File: src/hdl/rtc3_pkg.sv
// types and constants shared by the three-wire rtc serial master
// no dependencies
package rtc3_pkg;

    localparam int CFG_W       = 8;
    localparam int CFG_INDEX_W = 2;
    localparam int TDATA_IN_W  = 80;
    localparam int TDATA_OUT_W = 72;

    // register indexes
    localparam logic [CFG_INDEX_W-1:0] REG_BIT_HALF_PERIOD = 2'd0;
    localparam logic [CFG_INDEX_W-1:0] REG_COMMAND_GAP     = 2'd1;
    localparam logic [CFG_INDEX_W-1:0] REG_READ_TURNAROUND = 2'd2;

    // input commands
    localparam logic [2:0] CMD_TICK        = 3'd0;
    localparam logic [2:0] CMD_WRITE       = 3'd1;
    localparam logic [2:0] CMD_READ        = 3'd2;
    localparam logic [2:0] CMD_BURST_WRITE = 3'd3;
    localparam logic [2:0] CMD_BURST_READ  = 3'd4;

    // transaction kinds
    localparam logic [1:0] KIND_WRITE       = 2'd0;
    localparam logic [1:0] KIND_READ        = 2'd1;
    localparam logic [1:0] KIND_BURST_WRITE = 2'd2;
    localparam logic [1:0] KIND_BURST_READ  = 2'd3;

    // command byte bases
    localparam logic [7:0] WRITE_CMD_BASE  = 8'h80;
    localparam logic [7:0] READ_CMD_BASE   = 8'h81;
    localparam logic [7:0] BURST_WRITE_CMD = 8'hBE;
    localparam logic [7:0] BURST_READ_CMD  = 8'hBF;

    typedef enum logic [7:0] {
        PH_IDLE      = 8'b0000_0001,
        PH_CE_GAP    = 8'b0000_0010,
        PH_CMD_LOW   = 8'b0000_0100,
        PH_CMD_HIGH  = 8'b0000_1000,
        PH_MID_GAP   = 8'b0001_0000,
        PH_TURN      = 8'b0010_0000,
        PH_DATA_LOW  = 8'b0100_0000,
        PH_DATA_HIGH = 8'b1000_0000
    } phase_t;

    typedef struct packed {
        logic [CFG_W-1:0] bit_half_period;
        logic [CFG_W-1:0] command_gap;
        logic [CFG_W-1:0] read_turnaround;
    } cfg_t;

    typedef struct packed {
        logic        io_sample;
        logic [63:0] write_data;
        logic [4:0]  reg_addr;
        logic [2:0]  cmd;
    } item_t;

    typedef struct packed {
        logic        done_res;
        logic [63:0] read_data;
        logic        busy_res;
        logic        data_drive;
        logic        data_level;
        logic        clock_level;
        logic        enable_level;
    } result_t;

endpackage

File: src/hdl/rtc3_cfg_regs.sv
// timing registers of the three-wire rtc serial master
// depends on rtc3_pkg
module rtc3_cfg_regs (
    input  logic                                clk,
    input  logic                                rst_n,
    input  logic                                cfg_we,
    input  logic [rtc3_pkg::CFG_INDEX_W-1:0]    cfg_index,
    input  logic [rtc3_pkg::CFG_W-1:0]          cfg_wdata,
    output rtc3_pkg::cfg_t                      cfg
);
    import rtc3_pkg::*;

    cfg_t cfg_reg;
    cfg_t cfg_next;

    always_comb
    begin
        cfg_next = cfg_reg;
        if (cfg_we)
        begin
            case (cfg_index)
                REG_BIT_HALF_PERIOD: cfg_next.bit_half_period = cfg_wdata;
                REG_COMMAND_GAP:     cfg_next.command_gap     = cfg_wdata;
                REG_READ_TURNAROUND: cfg_next.read_turnaround = cfg_wdata;
                default:             cfg_next = cfg_reg;
            endcase
        end
    end

    always_ff @(posedge clk or negedge rst_n)
    begin
        if (!rst_n)
        begin
            cfg_reg.bit_half_period <= 8'd10;
            cfg_reg.command_gap     <= 8'd30;
            cfg_reg.read_turnaround <= 8'd5;
        end
        else
        begin
            cfg_reg <= cfg_next;
        end
    end

    assign cfg = cfg_reg;

endmodule

File: src/hdl/rtc3_engine.sv
// bus sequencer: one tick per step, zero-length waits collapsed into the same tick
// depends on rtc3_pkg
module rtc3_engine #(
    parameter int BURST_BYTES = 8
) (
    input  logic              clk,
    input  logic              rst_n,
    input  logic              step,
    input  rtc3_pkg::item_t   item,
    input  rtc3_pkg::cfg_t    cfg,
    output rtc3_pkg::result_t result
);
    import rtc3_pkg::*;

    phase_t      phase_reg, phase_next;
    logic [1:0]  kind_reg, kind_next;
    logic [7:0]  tick_reg, tick_next;
    logic [2:0]  bit_reg, bit_next;
    logic [3:0]  byte_reg, byte_next;
    logic [7:0]  shift_reg, shift_next;
    logic [63:0] whold_reg, whold_next;
    logic [63:0] rhold_reg, rhold_next;
    logic        en_reg, en_next;
    logic        clk_reg, clk_next;
    logic        dat_reg, dat_next;
    logic        drv_reg, drv_next;

    logic [7:0]  half;
    logic        expire;
    logic        is_read;
    logic        start;
    logic [1:0]  start_kind;
    logic [2:0]  bit_inc;
    logic [3:0]  byte_inc;
    logic [3:0]  byte_total;
    logic        begin_byte;
    logic [2:0]  begin_idx;
    logic        turn_done;
    logic        done;

    assign half       = (cfg.bit_half_period == 8'd0) ? 8'd1 : cfg.bit_half_period;
    assign expire     = (tick_reg <= 8'd1);
    assign bit_inc    = bit_reg + 3'd1;
    assign byte_inc   = byte_reg + 4'd1;
    assign byte_total = kind_reg[1] ? 4'(BURST_BYTES) : 4'd1;
    assign start      = (phase_reg == PH_IDLE) &&
                        ((item.cmd == CMD_WRITE) || (item.cmd == CMD_READ) ||
                         (item.cmd == CMD_BURST_WRITE) || (item.cmd == CMD_BURST_READ));
    assign start_kind = 2'(item.cmd - 3'd1);
    assign is_read    = start ? start_kind[0] : kind_reg[0];

    always_comb
    begin
        phase_next = phase_reg;
        kind_next  = kind_reg;
        tick_next  = tick_reg;
        bit_next   = bit_reg;
        byte_next  = byte_reg;
        shift_next = shift_reg;
        whold_next = whold_reg;
        rhold_next = rhold_reg;
        en_next    = en_reg;
        clk_next   = clk_reg;
        dat_next   = dat_reg;
        drv_next   = drv_reg;
        begin_byte = 1'b0;
        begin_idx  = byte_reg[2:0];
        turn_done  = 1'b0;
        done       = 1'b0;

        if (start)
        begin
            kind_next  = start_kind;
            whold_next = item.write_data;
            case (start_kind)
                KIND_WRITE:       shift_next = WRITE_CMD_BASE | {2'b00, item.reg_addr, 1'b0};
                KIND_READ:        shift_next = READ_CMD_BASE | {2'b00, item.reg_addr, 1'b0};
                KIND_BURST_WRITE: shift_next = BURST_WRITE_CMD;
                default:          shift_next = BURST_READ_CMD;
            endcase
            if (is_read)
                rhold_next = 64'd0;
            en_next   = 1'b1;
            clk_next  = 1'b0;
            dat_next  = 1'b1;
            drv_next  = 1'b1;
            bit_next  = 3'd0;
            byte_next = 4'd0;
            if (cfg.command_gap == 8'd0)
            begin
                dat_next   = shift_next[0];
                phase_next = PH_CMD_LOW;
                tick_next  = half;
            end
            else
            begin
                phase_next = PH_CE_GAP;
                tick_next  = cfg.command_gap;
            end
        end
        else if (phase_reg != PH_IDLE)
        begin
            tick_next = tick_reg - 8'd1;
            if (expire)
            begin
                case (phase_reg)
                    PH_CE_GAP:
                    begin
                        bit_next   = 3'd0;
                        drv_next   = 1'b1;
                        dat_next   = shift_reg[0];
                        clk_next   = 1'b0;
                        phase_next = PH_CMD_LOW;
                        tick_next  = half;
                    end
                    PH_CMD_LOW:
                    begin
                        clk_next   = 1'b1;
                        phase_next = PH_CMD_HIGH;
                        tick_next  = half;
                    end
                    PH_DATA_LOW:
                    begin
                        if (is_read && item.io_sample)
                            shift_next[bit_reg] = 1'b1;
                        clk_next   = 1'b1;
                        phase_next = PH_DATA_HIGH;
                        tick_next  = half;
                    end
                    PH_CMD_HIGH:
                    begin
                        clk_next = 1'b0;
                        if (bit_reg != 3'd7)
                        begin
                            bit_next   = bit_inc;
                            dat_next   = shift_reg[bit_inc];
                            phase_next = PH_CMD_LOW;
                            tick_next  = half;
                        end
                        else
                        begin
                            dat_next  = 1'b1;
                            byte_next = 4'd0;
                            if (cfg.command_gap != 8'd0)
                            begin
                                phase_next = PH_MID_GAP;
                                tick_next  = cfg.command_gap;
                            end
                            else
                            begin
                                begin_byte = 1'b1;
                                begin_idx  = 3'd0;
                            end
                        end
                    end
                    PH_MID_GAP:
                    begin
                        begin_byte = 1'b1;
                        begin_idx  = byte_reg[2:0];
                    end
                    PH_TURN:
                    begin
                        turn_done = 1'b1;
                    end
                    PH_DATA_HIGH:
                    begin
                        clk_next = 1'b0;
                        if (bit_reg != 3'd7)
                        begin
                            bit_next = bit_inc;
                            if (!is_read)
                                dat_next = shift_reg[bit_inc];
                            phase_next = PH_DATA_LOW;
                            tick_next  = half;
                        end
                        else
                        begin
                            if (is_read)
                                rhold_next[{byte_reg[2:0], 3'b000} +: 8] = shift_reg;
                            drv_next  = 1'b1;
                            dat_next  = 1'b1;
                            byte_next = byte_inc;
                            if (byte_inc < byte_total)
                            begin
                                begin_byte = 1'b1;
                                begin_idx  = byte_inc[2:0];
                            end
                            else
                            begin
                                en_next    = 1'b0;
                                phase_next = PH_IDLE;
                                tick_next  = 8'd0;
                                bit_next   = 3'd0;
                                byte_next  = 4'd0;
                                done       = 1'b1;
                            end
                        end
                    end
                    default:
                    begin
                        phase_next = PH_IDLE;
                        tick_next  = 8'd0;
                    end
                endcase
            end
        end

        if (begin_byte)
        begin
            if (is_read)
            begin
                drv_next = 1'b0;
                dat_next = 1'b1;
                if (cfg.read_turnaround != 8'd0)
                begin
                    phase_next = PH_TURN;
                    tick_next  = cfg.read_turnaround;
                end
                else
                begin
                    turn_done = 1'b1;
                end
            end
            else
            begin
                shift_next = whold_reg[{begin_idx, 3'b000} +: 8];
                bit_next   = 3'd0;
                drv_next   = 1'b1;
                dat_next   = shift_next[0];
                phase_next = PH_DATA_LOW;
                tick_next  = half;
            end
        end

        if (turn_done)
        begin
            shift_next = 8'd0;
            bit_next   = 3'd0;
            clk_next   = 1'b0;
            phase_next = PH_DATA_LOW;
            tick_next  = half;
        end
    end

    always_ff @(posedge clk or negedge rst_n)
    begin
        if (!rst_n)
        begin
            phase_reg <= PH_IDLE;
            kind_reg  <= 2'd0;
            tick_reg  <= 8'd0;
            bit_reg   <= 3'd0;
            byte_reg  <= 4'd0;
            shift_reg <= 8'd0;
            whold_reg <= 64'd0;
            rhold_reg <= 64'd0;
            en_reg    <= 1'b0;
            clk_reg   <= 1'b0;
            dat_reg   <= 1'b1;
            drv_reg   <= 1'b1;
        end
        else if (step)
        begin
            phase_reg <= phase_next;
            kind_reg  <= kind_next;
            tick_reg  <= tick_next;
            bit_reg   <= bit_next;
            byte_reg  <= byte_next;
            shift_reg <= shift_next;
            whold_reg <= whold_next;
            rhold_reg <= rhold_next;
            en_reg    <= en_next;
            clk_reg   <= clk_next;
            dat_reg   <= dat_next;
            drv_reg   <= drv_next;
        end
    end

    assign result.enable_level = en_next;
    assign result.clock_level  = clk_next;
    assign result.data_level   = dat_next;
    assign result.data_drive   = drv_next;
    assign result.busy_res     = (phase_next != PH_IDLE);
    assign result.read_data    = rhold_next;
    assign result.done_res     = done;

    // released data line always reads back as high
    assert property (@(posedge clk) disable iff (!rst_n) !drv_reg |-> dat_reg)
        else $error("data released but drive level low");

    // chip enable tracks an active transaction
    assert property (@(posedge clk) disable iff (!rst_n) en_reg == (phase_reg != PH_IDLE))
        else $error("chip enable out of step with phase");

    // an active phase always has ticks left to wait
    assert property (@(posedge clk) disable iff (!rst_n)
        (phase_reg != PH_IDLE) |-> (tick_reg != 8'd0))
        else $error("active phase with zero tick count");

    // serial clock only toggles inside a transaction
    assert property (@(posedge clk) disable iff (!rst_n) clk_reg |-> en_reg)
        else $error("serial clock high with enable low");

endmodule

File: src/hdl/three_wire_rtc_serial_master_core.sv
// three-wire rtc serial master: input register, sequencer and result register
// depends on rtc3_pkg, rtc3_cfg_regs, rtc3_engine
//
// each input transaction is one timing tick. it carries a command (tick only, single
// write, single read, burst write, burst read), a register address, eight write bytes
// and the sampled level of the data pin. every input transaction gives exactly one
// output transaction with the pin levels after that tick, busy, done and the bytes
// read so far.
// an accepted transaction is held in the input register, then the sequencer update is
// stored in the result register; throughput is one transaction per cycle while the
// output is not stalled, since the sequencer updates once per step between the input
// register and the result register.
// timing registers are written through cfg_we, cfg_index and cfg_wdata; the user
// writes them only while the block is idle, unenforced by the block; index 0 half
// period, 1 command gap, 2 read turnaround, others ignored. reset clears both pipeline
// registers, loads the timing defaults (10, 30, 5), leaves enable and clock low and
// the data pin driven high. a stalled output holds its result; the input register
// fills and then s_axis_tready drops until the receiver takes the waiting transaction.
module three_wire_rtc_serial_master_core #(
    parameter int BURST_BYTES = 8
) (
    input  logic                                clk,
    input  logic                                rst_n,
    input  logic                                s_axis_tvalid,
    output logic                                s_axis_tready,
    // cmd[2:0], reg_addr[7:3], write_data[71:8], io_sample[72], zero[79:73]
    input  logic [rtc3_pkg::TDATA_IN_W-1:0]     s_axis_tdata,
    output logic                                m_axis_tvalid,
    input  logic                                m_axis_tready,
    // enable_level[0], clock_level[1], data_level[2], data_drive[3], busy_res[4],
    // read_data[68:5], done_res[69], zero[71:70]
    output logic [rtc3_pkg::TDATA_OUT_W-1:0]    m_axis_tdata,
    input  logic                                cfg_we,
    input  logic [rtc3_pkg::CFG_INDEX_W-1:0]    cfg_index,
    input  logic [rtc3_pkg::CFG_W-1:0]          cfg_wdata
);
    import rtc3_pkg::*;

    logic    in_valid_reg, in_valid_next;
    item_t   in_item_reg;
    logic    out_valid_reg, out_valid_next;
    result_t out_res_reg;
    logic    step;
    logic    in_fire;
    cfg_t    cfg;
    result_t res;

    assign step          = in_valid_reg && (!out_valid_reg || m_axis_tready);
    assign s_axis_tready = !in_valid_reg || step;
    assign in_fire       = s_axis_tvalid && s_axis_tready;

    always_comb
    begin
        in_valid_next = in_valid_reg;
        if (in_fire)
            in_valid_next = 1'b1;
        else if (step)
            in_valid_next = 1'b0;

        out_valid_next = out_valid_reg;
        if (step)
            out_valid_next = 1'b1;
        else if (m_axis_tready)
            out_valid_next = 1'b0;
    end

    always_ff @(posedge clk or negedge rst_n)
    begin
        if (!rst_n)
        begin
            in_valid_reg  <= 1'b0;
            out_valid_reg <= 1'b0;
        end
        else
        begin
            in_valid_reg  <= in_valid_next;
            out_valid_reg <= out_valid_next;
        end
    end

    always_ff @(posedge clk)
    begin
        if (in_fire)
            in_item_reg <= item_t'(s_axis_tdata[$bits(item_t)-1:0]);
        if (step)
            out_res_reg <= res;
    end

    rtc3_cfg_regs u_cfg (
        .clk       (clk),
        .rst_n     (rst_n),
        .cfg_we    (cfg_we),
        .cfg_index (cfg_index),
        .cfg_wdata (cfg_wdata),
        .cfg       (cfg)
    );

    rtc3_engine #(
        .BURST_BYTES (BURST_BYTES)
    ) u_engine (
        .clk    (clk),
        .rst_n  (rst_n),
        .step   (step),
        .item   (in_item_reg),
        .cfg    (cfg),
        .result (res)
    );

    assign m_axis_tvalid = out_valid_reg;
    assign m_axis_tdata  = {(TDATA_OUT_W - $bits(result_t))'(0), out_res_reg};

    // completion is reported with the bus already released
    assert property (@(posedge clk) disable iff (!rst_n)
        (out_valid_reg && out_res_reg.done_res) |->
        (!out_res_reg.busy_res && !out_res_reg.enable_level))
        else $error("done reported while still busy");

    // a stalled result is not overwritten
    assert property (@(posedge clk) disable iff (!rst_n)
        (out_valid_reg && !m_axis_tready) |=> (out_valid_reg && $stable(out_res_reg)))
        else $error("stalled result changed");

    // an item waits in the input register only while the output is blocked
    assert property (@(posedge clk) disable iff (!rst_n)
        (in_valid_reg && !step) |-> (out_valid_reg && !m_axis_tready))
        else $error("input held without output stall");

endmodule
File: config.mk
export PLATFORM = sky130hd
export DESIGN_NAME = three_wire_rtc_serial_master_core
export DESIGN_NICKNAME = d
export VERILOG_FILES = /design/src/hdl/rtc3_pkg.sv /design/src/hdl/rtc3_cfg_regs.sv /design/src/hdl/rtc3_engine.sv /design/src/hdl/three_wire_rtc_serial_master_core.sv
export SDC_FILE = /design/constraint.sdc
export NUM_CORES = 1
export LEC_CHECK = 0
export BUFFER_PORTS_ARGS = -buffer_cell sky130_fd_sc_hd__buf_2
export CORE_MARGIN = 4
export CORE_UTILIZATION = 40
export CTS_CLUSTER_SIZE = 20
export DETAILED_ROUTE_END_ITERATION = 10
export PLACE_DENSITY_LB_ADDON = 0.2
export SLEW_MARGIN = 10
export SYNTH_ARGS = -nofsm -noshare
export SYNTH_HDL_FRONTEND = slang
export SYNTH_HIERARCHICAL = 1
export SYNTH_SLANG_ARGS = --single-unit
File: constraint.sdc
create_clock -name clk -period 7.7 [get_ports clk]
set_input_delay 1.54 -clock clk [delete_from_list [all_inputs] [get_ports clk]]
set_output_delay 1.54 -clock clk [all_outputs]
set_load 0.01 [all_outputs]
==> reports/qor.txt <==
Nets - 1675
Drt wl/cell - 18.7 um
Largest net degree at the start of global routing - 77
Power, Total - 0.00490 W
Clock-pin slew on the worst setup and hold paths - 0.07 ns
Via-to-Cell Ratio - 5.34
F_max - 199 MHz
Mux cell area share after synthesis - 6.66%
Met3 Usage GRT - 3.51%
CTS Buf Count - 37
Number of global-route vias before repair - 10800
Ys async rst share - 57.2%
CTS root buf - clkbuf_16
WHS - 0.432 ns
Clock sink count - 334
Max-Cap Viols - 0
Worst endpoint data arrival time - 5.27 ns
TritonCTS clock tree - done
Slew Viols, Final - 0
Status - completed
Number of I/O port buffers - 159
Startpoint Class - register
Post-Syn Instances - 1428
Worst Path Required - 7.95 ns
Met2 usage - 29.1%
Slew headroom - 27.4%
Layout cells sized above 1 - 19.5%
Fin Setup TNS - 0 ns
Final Hold Fails - 0
Total GRT Usage - 18.7%
Final setup viols - 0
Most common cell after layout, fill and taps aside - nand2_1
Yosys top cell by area - dfrtp_1
Syn. warnings - 6
Row count - 71
Final ANT Viol Nets - 0
CP Max Fanout - 21
Synth Flop Type - dfrtp_1
Synth top area cells - dfrtp_1 (30%), edfxtp_1 (28%), nand2_1 (8.9%), o21ai_0 (4.5%), mux2_2 (3.2%)
Hold buffers post-CTS - 0
TritonRoute pass-1 iters - 5
Drc violations - 0
Layout area overhead - 15.9%
Ant diodes - 0
Area share of the largest cell type after synthesis - 29.5%
GR Overflow Total - 0
DP Wirelength - 26900 um
Max FFs per register - 73
CP endpoint kind - register
EDFF count, synth - 143
Initial antenna violation count - 0
Worst-Skew Late Latency - 0.55 ns
Maximum vdd ir drop - 0.275 mV
Routability cong. - 0.870
Crit share post-route - 65.2%
Total detailed-routing wirelength - 39300 um
Yosys cell types - 74
DRT iter0 DRCs - 963
Leading cell types in the layout, fill and taps excluded - nand2_1 (360), dfrtp_1 (180), buf_2 (158)
Synthesized flop and latch total - 334
Via count - 11200
Gr busiest metal - met2
Synth Area in Adders - 1.56%
P per Cell Area - 277 mW/mm^2
Core area - 0.0377 mm^2
Worst hold path class - reg -> reg
Ports - 169
Syn Area/Cell - 10.7 um^2
Initial Utilization - 40.5%
Post-cts sizing count - 0
LEAKAGE - 7.71 nW
Setup Skew - 0.0197 ns
Crit Path Class - reg -> reg
Xor and xnor fraction of the mapped netlist area - 0.746%
Compound-Gate Fraction of Synth Area - 11.7%
Layout Cells excl Fill - 2101
Post-Synth Simple-Gate Area - 16.9%
Mapped Area - 0.0153 mm^2
Main combinational cell family by area after synthesis - simple AND/OR/NAND/NOR gates
Die area - 0.0413 mm^2
H-Tree Depth - 2
Register area share after synthesis - 59.5%
Worst-case clock buffer depth - 3
GR Util met1 - 27.2%
Cells after DPL - 2033
Die Height - 203 um
Min Tclk post-route - 5.02 ns
Die width - 203 um
Global-route wire length before repair - 61900 um
RSZ-0062 raised after global routing - false
Actual slew at the worst max-slew pin - 1.09 ns
Setup Fix Bufs, Post-CTS - 0
## through the flow
stage | area, um^2 | util [%] | setup slack [ns]
after floorplan | 15300 | - | 2.73
after global placement | 16500 | 43.8 | 2.86
after detailed placement | 16500 | 43.8 | 2.74
after CTS | 17700 | 47.0 | 2.70
after global routing | 17700 | 47.0 | 2.43
final | 17700 | 47.0 | 2.68
## per-layer routing
layer  wire length [um]  vias up  share of wire, %
met5                  0        -                 0
met4                806        0               2.1
met3               2430       65               6.2
met2              18000      355                46
met1              18100     5447                46
li1                   -     5349                 -
## cells by family after synthesis
group / after synthesis
flops: 334
fa+ha+maj: 19
compound gates: 296
buf+inv: 104
other cells: 1
mux: 93
xor+xnor: 13
simple gates: 568
## critical path: stages, from the launching register on
cell      delay [ns]
dfrtp_1         0.60
inv_1           0.22
ha_1            0.53
nor4b_1         0.09
a21oi_1         0.50
clkinv_1        0.47
ha_1            0.45
nor2_1          0.07
o21ai_4         0.72
mux2i_1         0.32
mux2i_1         0.11
mux2i_1         0.41
a21oi_1         0.20
## path summary, 6_finish.rpt
check                                                 start                                  to  slack, ns  cells past startpoint
max reg2reg                u_engine/byte_reg[0]$_DFFE_PN0P_           m_axis_tdata[2]$_DFFE_PP_       2.68                     12
min                               in_item_reg[12]$_DFFE_PP_   u_engine/whold_reg[4]$_DFFE_PN0P_       0.43                      2
max                        u_engine/byte_reg[0]$_DFFE_PN0P_           m_axis_tdata[2]$_DFFE_PP_       2.68                     12
min in group asynchronous                             rst_n  u_engine/rhold_reg[46]$_DFFE_PN0P_       0.98                      1
min reg2reg                       in_item_reg[12]$_DFFE_PP_   u_engine/whold_reg[4]$_DFFE_PN0P_       0.43                      2
max in group asynchronous                             rst_n  u_engine/whold_reg[47]$_DFFE_PN0P_       5.44                      2
## cell type report
cell class	instances	area [um^2]
fill	3604	20000
timing repair buffer	174	917
tap	511	639
clock buffer	44	972
inverter	23	86.3
multi-input combinational	991	5750
clock inverter	24	231
sequential	334	9090
## report_power, final
| part | internal, W | switching, W |
|---|---|---|
| combinational | 0.000346 | 0.000472 |
| sequential | 0.00210 | 0.000232 |
| clock | 0.00102 | 0.000730 |
## synth_stat cells, drive strengths merged (7+ instances only)
| cell | n |
|---|---|
| a22oi | 11 |
| buf | 30 |
| nor2b | 14 |
| ha | 19 |
| clkbuf | 51 |
| and2 | 7 |
| nand2b | 16 |
| a31oi | 8 |
| edfxtp | 143 |
| dfrtp | 180 |
| nor4 | 12 |
| o211ai | 8 |
| a22o | 18 |
| nor2 | 51 |
| nand3 | 38 |
| mux2i | 43 |
| a21oi | 43 |
| nand4 | 15 |
| a211oi | 7 |
| nand2 | 361 |
| xnor2 | 7 |
| o21ai | 157 |
| inv | 21 |
| mux2 | 48 |
| dfstp | 11 |
| nor3 | 19 |
No activity file was read; power rests on OpenSTA's default activity.
